==> config.mk <==
export PLATFORM = sky130hd
export DESIGN_NAME = one_wire_backlight_sender_core
export DESIGN_NICKNAME = d
export VERILOG_FILES = /design/src/hw/rtl/obws_pkg.sv /design/src/hw/rtl/one_wire_backlight_sender_core.sv /design/src/hw/rtl/obws_cfg.sv /design/src/hw/rtl/obws_seq.sv
export SDC_FILE = /design/constraint.sdc
export NUM_CORES = 1
export LEC_CHECK = 0
export BUFFER_PORTS_ARGS = -buffer_cell sky130_fd_sc_hd__buf_2
export CAP_MARGIN = 5
export CORE_UTILIZATION = 48
export CTS_BUF_LIST = sky130_fd_sc_hd__clkbuf_4 sky130_fd_sc_hd__clkbuf_8 sky130_fd_sc_hd__clkbuf_16
export DETAILED_ROUTE_END_ITERATION = 10
export PLACE_DENSITY = 0.66
export SYNTH_ARGS = -nofsm -noshare
export SYNTH_HDL_FRONTEND = slang
export SYNTH_SLANG_ARGS = --single-unit
export TNS_END_PERCENT = 10
==> constraint.sdc <==
create_clock -name i_clk -period 5.35 [get_ports i_clk]
set_input_delay 1.07 -clock i_clk [delete_from_list [all_inputs] [get_ports i_clk]]
set_output_delay 1.07 -clock i_clk [all_outputs]
set_load 0.01 [all_outputs]
==> src/hw/rtl/obws_pkg.sv <==
// Shared types and constants for the one-wire backlight sender.
// Used by obws_cfg, obws_seq and one_wire_backlight_sender_core.
package obws_pkg;

    localparam int FRAME_BITS = 8;
    localparam int CNT_W      = $clog2(FRAME_BITS);
    localparam int CFG_IDX_W  = 3;
    localparam int CFG_DATA_W = 16;

    // Register indexes of the configuration port.
    localparam logic [CFG_IDX_W-1:0] CFG_SHORT_TIME   = 3'd0;
    localparam logic [CFG_IDX_W-1:0] CFG_LONG_TIME    = 3'd1;
    localparam logic [CFG_IDX_W-1:0] CFG_SEL_HI_FIRST = 3'd2;
    localparam logic [CFG_IDX_W-1:0] CFG_SEL_LOW      = 3'd3;
    localparam logic [CFG_IDX_W-1:0] CFG_SEL_HI_LAST  = 3'd4;
    localparam logic [CFG_IDX_W-1:0] CFG_OFF_HOLD     = 3'd5;
    localparam logic [CFG_IDX_W-1:0] CFG_DEV_ADDR     = 3'd6;

    // Reset values of the registers.
    localparam logic [15:0] RST_SHORT_TIME   = 16'd10;
    localparam logic [15:0] RST_LONG_TIME    = 16'd180;
    localparam logic [15:0] RST_SEL_HI_FIRST = 16'd120;
    localparam logic [15:0] RST_SEL_LOW      = 16'd300;
    localparam logic [15:0] RST_SEL_HI_LAST  = 16'd600;
    localparam logic [15:0] RST_OFF_HOLD     = 16'd3000;
    localparam logic [7:0]  RST_DEV_ADDR     = 8'h72;

    localparam logic [7:0] MAX_LEVEL = 8'd32;
    localparam logic [4:0] DATA_MASK = 5'h1F;

    typedef struct packed {
        logic       panel_on;
        logic [7:0] level;
    } t_in;

    typedef struct packed {
        logic        line_level;
        logic [15:0] duration_us;
        logic        last_segment;
    } t_out;

    typedef struct packed {
        logic [15:0] short_time_us;
        logic [15:0] long_time_us;
        logic [15:0] select_high_first_us;
        logic [15:0] select_low_us;
        logic [15:0] select_high_last_us;
        logic [15:0] off_hold_us;
        logic [7:0]  device_address;
    } t_cfg;

endpackage

==> src/hw/rtl/one_wire_backlight_sender_core.sv <==
// One request takes 1 segment (panel off or level zero), 38 segments (two frames),
// or 41 with the mode-select sequence; the sequencer emits one segment per cycle
// while the output register can take it. A segment is registered in the sequencer
// state and then in the output register; the next request is taken the cycle after
// the last segment leaves the sequencer. Reset (synchronous, active low) restores
// register defaults and one-wire mode set. Depends on obws_pkg, obws_cfg, obws_seq.
module one_wire_backlight_sender_core (
    input  logic                             i_clk,
    input  logic                             i_rst_n,
    input  logic                             i_cfg_we,
    input  logic [obws_pkg::CFG_IDX_W-1:0]   i_cfg_idx,
    input  logic [obws_pkg::CFG_DATA_W-1:0]  i_cfg_wdata,
    input  logic                             i_in_valid,
    output logic                             o_in_ready,
    input  obws_pkg::t_in                    i_in_data,
    output logic                             o_out_valid,
    input  logic                             i_out_ready,
    output obws_pkg::t_out                   o_out_data
);
    import obws_pkg::*;

    t_cfg cfg;
    t_out seg;
    logic seg_valid;
    logic adv;
    logic r_out_valid;
    t_out r_out;

    obws_cfg u_cfg (
        .i_clk       (i_clk),
        .i_rst_n     (i_rst_n),
        .i_cfg_we    (i_cfg_we),
        .i_cfg_idx   (i_cfg_idx),
        .i_cfg_wdata (i_cfg_wdata),
        .o_cfg       (cfg)
    );

    obws_seq u_seq (
        .i_clk       (i_clk),
        .i_rst_n     (i_rst_n),
        .i_cfg       (cfg),
        .i_in_valid  (i_in_valid),
        .o_in_ready  (o_in_ready),
        .i_in_data   (i_in_data),
        .o_seg_valid (seg_valid),
        .o_seg       (seg),
        .i_adv       (adv)
    );

    // A segment moves into the output register whenever that register is free
    // or is being emptied in the same cycle.
    assign adv = seg_valid && (!r_out_valid || i_out_ready);

    always_ff @(posedge i_clk) begin
        if (!i_rst_n) begin
            r_out_valid <= 1'b0;
        end else if (adv) begin
            r_out_valid <= 1'b1;
        end else if (i_out_ready) begin
            r_out_valid <= 1'b0;
        end
        if (adv) begin
            r_out <= seg;
        end
    end

    assign o_out_valid = r_out_valid;
    assign o_out_data  = r_out;

endmodule

==> src/hw/rtl/obws_cfg.sv <==
// Configuration register file of the one-wire backlight sender.
// Depends on obws_pkg for register indexes, reset values and t_cfg.
module obws_cfg (
    input  logic                             i_clk,
    input  logic                             i_rst_n,
    input  logic                             i_cfg_we,
    input  logic [obws_pkg::CFG_IDX_W-1:0]   i_cfg_idx,
    input  logic [obws_pkg::CFG_DATA_W-1:0]  i_cfg_wdata,
    output obws_pkg::t_cfg                   o_cfg
);
    import obws_pkg::*;

    t_cfg r_cfg;

    always_ff @(posedge i_clk) begin
        if (!i_rst_n) begin
            r_cfg.short_time_us        <= RST_SHORT_TIME;
            r_cfg.long_time_us         <= RST_LONG_TIME;
            r_cfg.select_high_first_us <= RST_SEL_HI_FIRST;
            r_cfg.select_low_us        <= RST_SEL_LOW;
            r_cfg.select_high_last_us  <= RST_SEL_HI_LAST;
            r_cfg.off_hold_us          <= RST_OFF_HOLD;
            r_cfg.device_address       <= RST_DEV_ADDR;
        end else if (i_cfg_we) begin
            case (i_cfg_idx)
                CFG_SHORT_TIME:   r_cfg.short_time_us        <= i_cfg_wdata;
                CFG_LONG_TIME:    r_cfg.long_time_us         <= i_cfg_wdata;
                CFG_SEL_HI_FIRST: r_cfg.select_high_first_us <= i_cfg_wdata;
                CFG_SEL_LOW:      r_cfg.select_low_us        <= i_cfg_wdata;
                CFG_SEL_HI_LAST:  r_cfg.select_high_last_us  <= i_cfg_wdata;
                CFG_OFF_HOLD:     r_cfg.off_hold_us          <= i_cfg_wdata;
                CFG_DEV_ADDR:     r_cfg.device_address       <= i_cfg_wdata[7:0];
                default: begin
                end
            endcase
        end
    end

    assign o_cfg = r_cfg;

endmodule

==> src/hw/rtl/obws_seq.sv <==
// Segment sequencer: emits a single segment, or walks the select sequence and two
// frames, shifting the frame byte out one bit per pulse pair. Depends on obws_pkg.
module obws_seq (
    input  logic            i_clk,
    input  logic            i_rst_n,
    input  obws_pkg::t_cfg  i_cfg,
    input  logic            i_in_valid,
    output logic            o_in_ready,
    input  obws_pkg::t_in   i_in_data,
    output logic            o_seg_valid,
    output obws_pkg::t_out  o_seg,
    input  logic            i_adv
);
    import obws_pkg::*;

    localparam logic [3:0] ST_IDLE    = 4'd0;
    localparam logic [3:0] ST_SINGLE  = 4'd1;
    localparam logic [3:0] ST_SEL_HI1 = 4'd2;
    localparam logic [3:0] ST_SEL_LO  = 4'd3;
    localparam logic [3:0] ST_SEL_HI2 = 4'd4;
    localparam logic [3:0] ST_START   = 4'd5;
    localparam logic [3:0] ST_BIT_LO  = 4'd6;
    localparam logic [3:0] ST_BIT_HI  = 4'd7;
    localparam logic [3:0] ST_END_LO  = 4'd8;
    localparam logic [3:0] ST_END_HI  = 4'd9;

    logic [3:0]            r_state, n_state;
    logic                  r_owa, n_owa;
    logic                  r_panel_off, n_panel_off;
    logic                  r_frame, n_frame;
    logic [CNT_W-1:0]      r_cnt, n_cnt;
    logic [FRAME_BITS-1:0] r_shift, n_shift;
    logic [4:0]            r_data, n_data;

    logic       accept;
    logic       bit_val;
    logic [7:0] lvl_m1;

    assign accept  = i_in_valid && (r_state == ST_IDLE);
    assign bit_val = r_shift[FRAME_BITS-1];
    assign lvl_m1  = i_in_data.level - 8'd1;

    always_comb begin
        n_state     = r_state;
        n_owa       = r_owa;
        n_panel_off = r_panel_off;
        n_frame     = r_frame;
        n_cnt       = r_cnt;
        n_shift     = r_shift;
        n_data      = r_data;
        if (accept) begin
            n_frame = 1'b0;
            n_cnt   = '0;
            n_shift = i_cfg.device_address;
            if (!i_in_data.panel_on) begin
                n_panel_off = 1'b1;
                n_state     = ST_SINGLE;
            end else if (i_in_data.level == 8'd0) begin
                n_panel_off = 1'b0;
                n_owa       = 1'b0;
                n_state     = ST_SINGLE;
            end else begin
                // Levels above the top step all send the top data code.
                n_data  = (i_in_data.level >= MAX_LEVEL) ? DATA_MASK
                                                         : (lvl_m1[4:0] & DATA_MASK);
                n_owa   = 1'b1;
                n_state = r_owa ? ST_START : ST_SEL_HI1;
            end
        end else if (i_adv) begin
            case (r_state)
                ST_SINGLE:  n_state = ST_IDLE;
                ST_SEL_HI1: n_state = ST_SEL_LO;
                ST_SEL_LO:  n_state = ST_SEL_HI2;
                ST_SEL_HI2: n_state = ST_START;
                ST_START:   n_state = ST_BIT_LO;
                ST_BIT_LO:  n_state = ST_BIT_HI;
                ST_BIT_HI: begin
                    n_shift = {r_shift[FRAME_BITS-2:0], 1'b0};
                    n_cnt   = r_cnt + 1'b1;
                    n_state = (r_cnt == CNT_W'(FRAME_BITS - 1)) ? ST_END_LO : ST_BIT_LO;
                end
                ST_END_LO:  n_state = ST_END_HI;
                ST_END_HI: begin
                    if (!r_frame) begin
                        n_frame = 1'b1;
                        n_cnt   = '0;
                        n_shift = FRAME_BITS'(r_data);
                        n_state = ST_START;
                    end else begin
                        n_state = ST_IDLE;
                    end
                end
                default:    n_state = ST_IDLE;
            endcase
        end
    end

    always_comb begin
        o_seg = '0;
        case (r_state)
            ST_SINGLE: begin
                o_seg.duration_us  = r_panel_off ? 16'd0 : i_cfg.off_hold_us;
                o_seg.last_segment = 1'b1;
            end
            ST_SEL_HI1: begin
                o_seg.line_level  = 1'b1;
                o_seg.duration_us = i_cfg.select_high_first_us;
            end
            ST_SEL_LO:  o_seg.duration_us = i_cfg.select_low_us;
            ST_SEL_HI2: begin
                o_seg.line_level  = 1'b1;
                o_seg.duration_us = i_cfg.select_high_last_us;
            end
            ST_START: begin
                o_seg.line_level  = 1'b1;
                o_seg.duration_us = i_cfg.short_time_us;
            end
            ST_BIT_LO: begin
                o_seg.duration_us = bit_val ? i_cfg.short_time_us : i_cfg.long_time_us;
            end
            ST_BIT_HI: begin
                o_seg.line_level  = 1'b1;
                o_seg.duration_us = bit_val ? i_cfg.long_time_us : i_cfg.short_time_us;
            end
            ST_END_LO:  o_seg.duration_us = i_cfg.short_time_us;
            ST_END_HI: begin
                // The closing high has zero duration and holds until the next segment.
                o_seg.line_level   = 1'b1;
                o_seg.last_segment = r_frame;
            end
            default: begin
            end
        endcase
    end

    always_ff @(posedge i_clk) begin
        if (!i_rst_n) begin
            r_state     <= ST_IDLE;
            r_owa       <= 1'b1;
            r_panel_off <= 1'b0;
            r_frame     <= 1'b0;
            r_cnt       <= '0;
        end else begin
            r_state     <= n_state;
            r_owa       <= n_owa;
            r_panel_off <= n_panel_off;
            r_frame     <= n_frame;
            r_cnt       <= n_cnt;
        end
        r_shift <= n_shift;
        r_data  <= n_data;
    end

    assign o_in_ready  = (r_state == ST_IDLE);
    assign o_seg_valid = (r_state != ST_IDLE);

    a_accept_busy: assert property (@(posedge i_clk) disable iff (!i_rst_n)
        accept |=> (r_state != ST_IDLE))
        else $error("sequencer stayed idle after a transaction");

    a_sel_sets_mode: assert property (@(posedge i_clk) disable iff (!i_rst_n)
        (r_state == ST_SEL_HI1) |-> r_owa)
        else $error("select sequence without mode re-entry");

    a_off_clears_mode: assert property (@(posedge i_clk) disable iff (!i_rst_n)
        (r_state == ST_SINGLE && !r_panel_off) |-> !r_owa)
        else $error("level zero left one-wire mode set");

    a_last_place: assert property (@(posedge i_clk) disable iff (!i_rst_n)
        o_seg.last_segment |-> (r_state == ST_SINGLE || (r_state == ST_END_HI && r_frame)))
        else $error("last segment flagged in the middle of a request");

endmodule

==> impl_metrics.csv, run 1 <==
group,metric,value,unit
outcome,status,"finished, final reports clean",
clock_network,clk_pin_slew_worst_paths,0.06,ns
clock_network,cts_hold_buf,0,
layout,layout.nets,773,
grt,grt_usage,0.2565,
yosys,synth_top_family_by_area,"simple AND/OR/NAND/NOR gates",
yosys,yosys.area_share.adder,0.008140,
layout,post_route_cells_drive_above_1_share,0.1442,
sta,fin_crit,2.869,ns
critical_path,crit_type,"reg2out",
critical_path,rrSetupSlack,2.67,ns
detailed_routing,drc_errors,0,
grt,use_met3,0.05851,
pwr,cellLeakagePower,2.905,nW
sta,fmax,348.5,MHz
place,hpwl,9.951,mm
detailed_routing,postRouteAntennaNets,0,
sta,setup_viol,0,
yosys,netlist_area,0.006148,mm²
yosys,synth.largest_area_cell,"dfxtp_1",
layout,post-route-util,0.5757,
sta,hold_viol,0,
grt,use_met1,0.3519,
critical_path,path_max_fanout,16,
die,die_area,0.01327,mm²
critical_path,arrival,1.80,ns
yosys,async_flop_share,0,
detailed_routing,wl_per_cell,17.65,µm
clock_network,clk_latency,0.42,ns
die,die_w,115.2,µm
sta,fin_crit_sh,0.5363,
layout,syn_to_final_growth,14.81,%
yosys,ys.warnings.count,0,
detailed_routing,dr.pass1.iters,10,
pwr,cellPowerDensity,458.4,mW/mm²
pwr,vdd_ir_drop_max,0.1975,mV
yosys,synth_edf_count,31,
clock_network,cts_root_buf,"clkbuf_16",
sta,maxSlewHeadroom,0.1718,
sta,skew,0.007917,ns
sta,tns,0,ns
grt,antenna_found_initial,0,
die,ios,53,
clock_network,cts_max_level,4,
yosys,synthXorXnorAreaFrac,0.007123,
yosys,synth.avg_cell_area,8.809,µm²
clock_network,cts_made_buffers,17,
grt,grt_max_degree,49,
critical_path,start_kind,"flop",
yosys,yosysSeqAreaShare,0.5258,
worst_hold_path,hp-class,"reg2reg",
yosys,synthSimpleGateAreaFrac,0.2245,
die,start_util,0.5014,
die,fp.dieH,115.2,µm
clock_network,cts_tree,"built",
grt,grt_pass1_vias,4907,
layout,fill_cells,1075,
sta,timing.hold.ws,0.4569,ns
clock_network,cts_resized,0,
yosys,synth.area.top_cells,"dfxtp_1, edfxtp_1, nand2_1, a21oi_1, a22o_1",
detailed_routing,wirelength,16.19,mm
detailed_routing,vias,5237,
clock_network,clock_path_buffers,2,
place,port_buffers,52,
yosys,synthCells,698,
die,core_area,0.01226,mm²
sta,rsz0062_at_grt,"false",
critical_path,required,4.28,ns
run,cap_violations,0,
place,place_congestion,0.8012,
detailed_routing,drt_iter0_markers,598,
clock_network,post-cts-setup-buffer-count,0,
sta,worstMarginPinSlew,1.237,ns
yosys,muxShareOfSynthArea,0.009972,
clock_network,cts.sinks,146,
detailed_routing,via_per_inst,5.711,
sta,drv_slew,0,
yosys,yosysMostFrequentCell,"nand2_1",
grt,grt_pass1_wl,25.73,mm
yosys,synth_top_area_frac,0.3744,
grt,busiest_layer,"met2",
yosys,synth_compound_area_frac,0.1750,
yosys,ys_types,49,
die,rows,40,
yosys,ys_top_cells_by_count,"nand2_1, dfxtp_1, a21oi_1",
grt,gr-total-overflow,0,
layout,diodes,0,
yosys,synthesis.nets,735,
yosys,synth_seq_cells,146,
yosys,synth_flop_cell,"dfxtp_1",
critical_path,critPathCaptureType,"primary output",
grt,grt.met2_usage,0.3988,
pwr,p_total,0.003236,W
==> layout by cell type (no fill, tap or decap), types with 8 or more instances in the layout <==
master | synthesis | routed
a21oi_1 | 86 | 85
dfxtp_1 | 115 | 115
buf_4 | 6 | 8
a211o_1 | 17 | 17
clkbuf_16 | 0 | 19
nand2_1 | 228 | 228
inv_1 | 23 | 23
a22o_1 | 20 | 20
nand3_1 | 34 | 34
o21ai_0 | 8 | 8
nand2b_1 | 8 | 8
nor2_1 | 14 | 14
buf_2 | 6 | 52
edfxtp_1 | 31 | 31
a222oi_1 | 16 | 16
==> cell families after synthesis <==
kind of cell,after synthesis
compound gates,161
buf+inv,65
xor+xnor,5
simple gates,311
mux,6
fa+ha+maj,4
flops,146
==> through the flow <==
stage | setup WS (ns) | cells | cell area (µm²)
after floorplan | 2.706 | 698 | 6148
after global placement | 2.670 | 885 | 6486
after detailed placement | 2.598 | 885 | 6486
after CTS | 2.503 | 917 | 7059
after global routing | 2.417 | 917 | 7059
final | 2.481 | 917 | 7059
==> final cells by class <==
| type | instances | area [µm²] | area share |
|---|---|---|---|
| multi-input cells | 487 | 2633 | 0.3729 |
| inverters | 24 | 90.09 | 0.01276 |
| repair buffers | 60 | 320.3 | 0.04537 |
| clock buffers | 20 | 483.0 | 0.06842 |
| clock inverters | 12 | 90.09 | 0.01276 |
| well taps | 168 | 210.2 | 0.02978 |
| flip-flops and latches | 146 | 3233 | 0.4580 |
==> worst max-delay path: stages, from the launching register on <==
cell	delay (ns)
dfxtp_1	0.54
nor4_4	0.61
buf_2	0.23
==> state kept, by name, summed over array words and instances (netlist names) <==
signal             count
o_out_data            18
u_seq.r_state          4
u_seq.r_panel_off      1
u_seq.r_shift          8
u_seq.r_data           5
u_cfg.o_cfg          104
u_seq.r_owa            1
u_seq.r_frame          1
u_seq.r_cnt            3
o_out_valid            1
==> worst paths after layout <==
path / cells past startpoint / to / start
worst max-delay path: 2 / o_in_ready / u_seq.r_state[3]
worst min-delay path: 2 / u_cfg.o_cfg[2] / u_cfg.o_cfg[2]
worst max register to register: 4 / o_out_data[1] / u_seq.r_state[0]
worst min register to register: 2 / u_cfg.o_cfg[2] / u_cfg.o_cfg[2]
==> report_power, final <==
group	switching [W]	total [W]	internal (W)	leakage (nW)
clock network	0.000479	0.00114	0.000659	0.290
registers	0.000102	0.00142	0.00132	1.23
logic	0.000417	0.000677	0.000260	1.38
total	0.000998	0.00324	0.00224	2.90
==> routing by layer <==
metal	routed length (µm)	up-vias	part of all wire
li1	-	2501	-
met1	7361	2507	0.45
met2	7331	212	0.45
met3	1298	17	0.080
met4	197	0	0.012
met5	0	-	0
No activity file was read; power rests on OpenSTA's default activity.
==> run 2: changes to the inputs <==
ABC_AREA = 1   (was unset)
PLACE_DENSITY = 0.69   (was 0.66)
clock period = 2.55 ns   (was 5.35 ns; I/O delays follow)
==> run 2 against run 1 <==
Clock power is 110% higher. Area after synthesis is 6.9% higher. Critical path type is now reg2reg. Sequential share of layout area is 3.0 points lower. Critical endpoint is now o_out_data[7]. Clock skew is 0.00074 ns lower. Worst setup slack worse by 2.1 ns. Global-route usage is 0.24 points lower.
==> impl_metrics.csv, run 2 <==
group,metric,value,unit
outcome,status,"finished, final reports clean",
sta,fin_crit,2.137,ns
pwr,cellPowerDensity,917.1,mW/mm²
critical_path,arrival,2.41,ns
sta,skew,0.007181,ns
layout,fill_cells,1252,
clock_network,clock_path_buffers,2,
layout,largest_reg_flops,104,
die,fp.dieH,119.0,µm
grt,grt_max_degree,112,
critical_path,crit_type,"reg2reg",
die,die_area,0.01416,mm²
yosys,ys_top_cells_by_count,"nand2_1, nor2_1, dfxtp_1",
clock_network,cts_root_buf,"clkbuf_16",
clock_network,cts_made_buffers,17,
place,dpl.cell_count,1081,
yosys,yosysSeqAreaShare,0.4920,
pwr,p_total,0.006932,W
sta,tns,0,ns
yosys,synthCells,883,
yosys,ys_types,33,
yosys,synth.avg_cell_area,7.442,µm²
run,cap_violations,0,
worst_hold_path,hp-class,"in2reg",
detailed_routing,wirelength,17.14,mm
layout,layout.nets,961,
critical_path,critPathCaptureType,"flop",
yosys,ys.warnings.count,0,
sta,timing.hold.ws,0.3572,ns
place,hpwl,11.33,mm
clock_network,clk_latency,0.42,ns
detailed_routing,wl_per_cell,15.40,µm
sta,setup_viol,0,
yosys,synth.largest_area_cell,"dfxtp_1",
yosys,synth_edf_count,31,
die,start_util,0.4943,
detailed_routing,via_per_inst,5.412,
die,ios,53,
sta,rsz0062_at_grt,"false",
yosys,yosysMostFrequentCell,"nand2_1",
detailed_routing,dr.pass1.iters,6,
critical_path,start_kind,"flop",
sta,fin_crit_sh,0.8382,
sta,maxSlewHeadroom,0.2682,
critical_path,path_max_fanout,12,
layout,syn_to_final_growth,15.02,%
clock_network,post-cts-setup-buffer-count,0,
yosys,synthesis.nets,920,
place,port_buffers,52,
clock_network,clk_pin_slew_worst_paths,0.06,ns
grt,grt_pass1_wl,27.81,mm
detailed_routing,drc_errors,0,
sta,worstMarginPinSlew,1.094,ns
grt,grt_pass1_vias,5377,
sta,hold_viol,0,
clock_network,cts_tree,"built",
layout,mostFrequentLayoutCells,"nand2_1, nor2_1, dfxtp_1, o21ai_0, a21oi_1",
die,rows,42,
layout,post_route_cells_drive_above_1_share,0.1217,
pwr,cellLeakagePower,3.310,nW
grt,grt_usage,0.2542,
clock_network,cts_hold_buf,0,
detailed_routing,drt_iter0_markers,657,
place,place_congestion,0.8226,
yosys,synth_seq_cells,146,
detailed_routing,vias,6023,
yosys,synth_flop_cell,"dfxtp_1",
yosys,synth.area.top_cells,"dfxtp_1, edfxtp_1, nand2_1, nor2_1, o21ai_0",
sta,drv_slew,0,
layout,mostFrequentLayoutCell,"nand2_1",
layout,fin_cells,1113,
clock_network,cts_max_level,4,
die,core_area,0.01330,mm²
clock_network,cts_resized,0,
yosys,async_flop_share,0,
detailed_routing,postRouteAntennaNets,0,
critical_path,required,2.83,ns
die,die_w,119.0,µm
layout,diodes,0,
yosys,netlist_area,0.006571,mm²
sta,fmax,467.9,MHz
pwr,vdd_ir_drop_max,0.4810,mV
yosys,synth_top_area_frac,0.3503,
place,placed_area,0.006978,mm²
grt,antenna_found_initial,0,
grt,gr-total-overflow,0,
clock_network,cts.sinks,146,
layout,final_area,0.007559,mm²
run 2: cell count changes in the layout (fill, tap and decap cells not counted), moves of 17 or more:
| cell | change |
|---|---|
| o21ai_0 | +95 |
| nand3_1 | +30 |
| a211o_1 | -17 |
| nor2_1 | +131 |
| inv_1 | +46 |
| nand2_1 | -57 |
| a22o_1 | -19 |
run 2: cell type report:
type                    count  area (µm²)  share of cell area
flip-flops and latches    146        3233              0.4277
multi-input cells         618        2864              0.3789
clock buffers              23       506.7             0.06704
repair buffers             63       367.9             0.04867
inverters                  78       292.8             0.03874
well taps                 176       220.2             0.02913
clock inverters             9       73.82            0.009767
run 2: final timing paths:
path / start / endpoint / slack [ns] / depth (start not counted)
hold / removal: i_in_data[0] / u_seq.r_data[0] / 0.36 / 2
hold reg to reg: u_cfg.o_cfg[15] / u_cfg.o_cfg[15] / 0.46 / 2
setup reg to reg: u_seq.r_state[3] / o_out_data[7] / 0.41 / 7
setup / recovery: u_seq.r_state[3] / o_out_data[7] / 0.41 / 7
run 2: kinds of logic (layout without fill, tap and decap cells):
| kind of cell | count (synthesis) | in the layout | synth area share |
|---|---|---|---|
| simple gates | 397 | 397 | 0.2492 |
| fa+ha+maj | 4 | 4 | 0.007616 |
| buf+inv | 119 | 173 | 0.07216 |
| flops | 146 | 146 | 0.4920 |
| xor+xnor | 3 | 3 | 0.003999 |
| compound gates | 214 | 214 | 0.1750 |
run 2: through the flow:
| step | util | setup WS (ns) |
|---|---|---|
| after floorplan | - | 0.3927 |
| after global placement | 0.5248 | 0.4439 |
| after detailed placement | 0.5248 | 0.4363 |
| after CTS | 0.5685 | 0.4131 |
| after global routing | 0.5685 | 0.2568 |
| final | 0.5685 | 0.4126 |
run 2: critical path, cell delays in order, from the launching register on:
cell	delay (ns)
dfxtp_1	0.37
inv_1	0.15
nand2_1	0.08
nor2_1	0.12
inv_1	0.11
nor2_1	0.83
a21oi_1	0.16
nand3_1	0.16
run 2: power by group:
part | total [W] | internal [W] | switching, W | leakage [nW]
registers | 0.00291 | 0.00276 | 0.000152 | 1.23
clock network | 0.00243 | 0.00149 | 0.000940 | 0.300
logic | 0.00159 | 0.000498 | 0.00109 | 1.78
total | 0.00693 | 0.00475 | 0.00219 | 3.31
run 2: routing by layer:
metal | GRT usage | up-vias | wire length (µm)
met5 | 0 | - | 0
met4 | 0.08228 | 0 | 179
met3 | 0.05029 | 18 | 1469
met2 | 0.3823 | 243 | 7632
met1 | 0.3641 | 2754 | 7862
li1 | - | 3008 | -
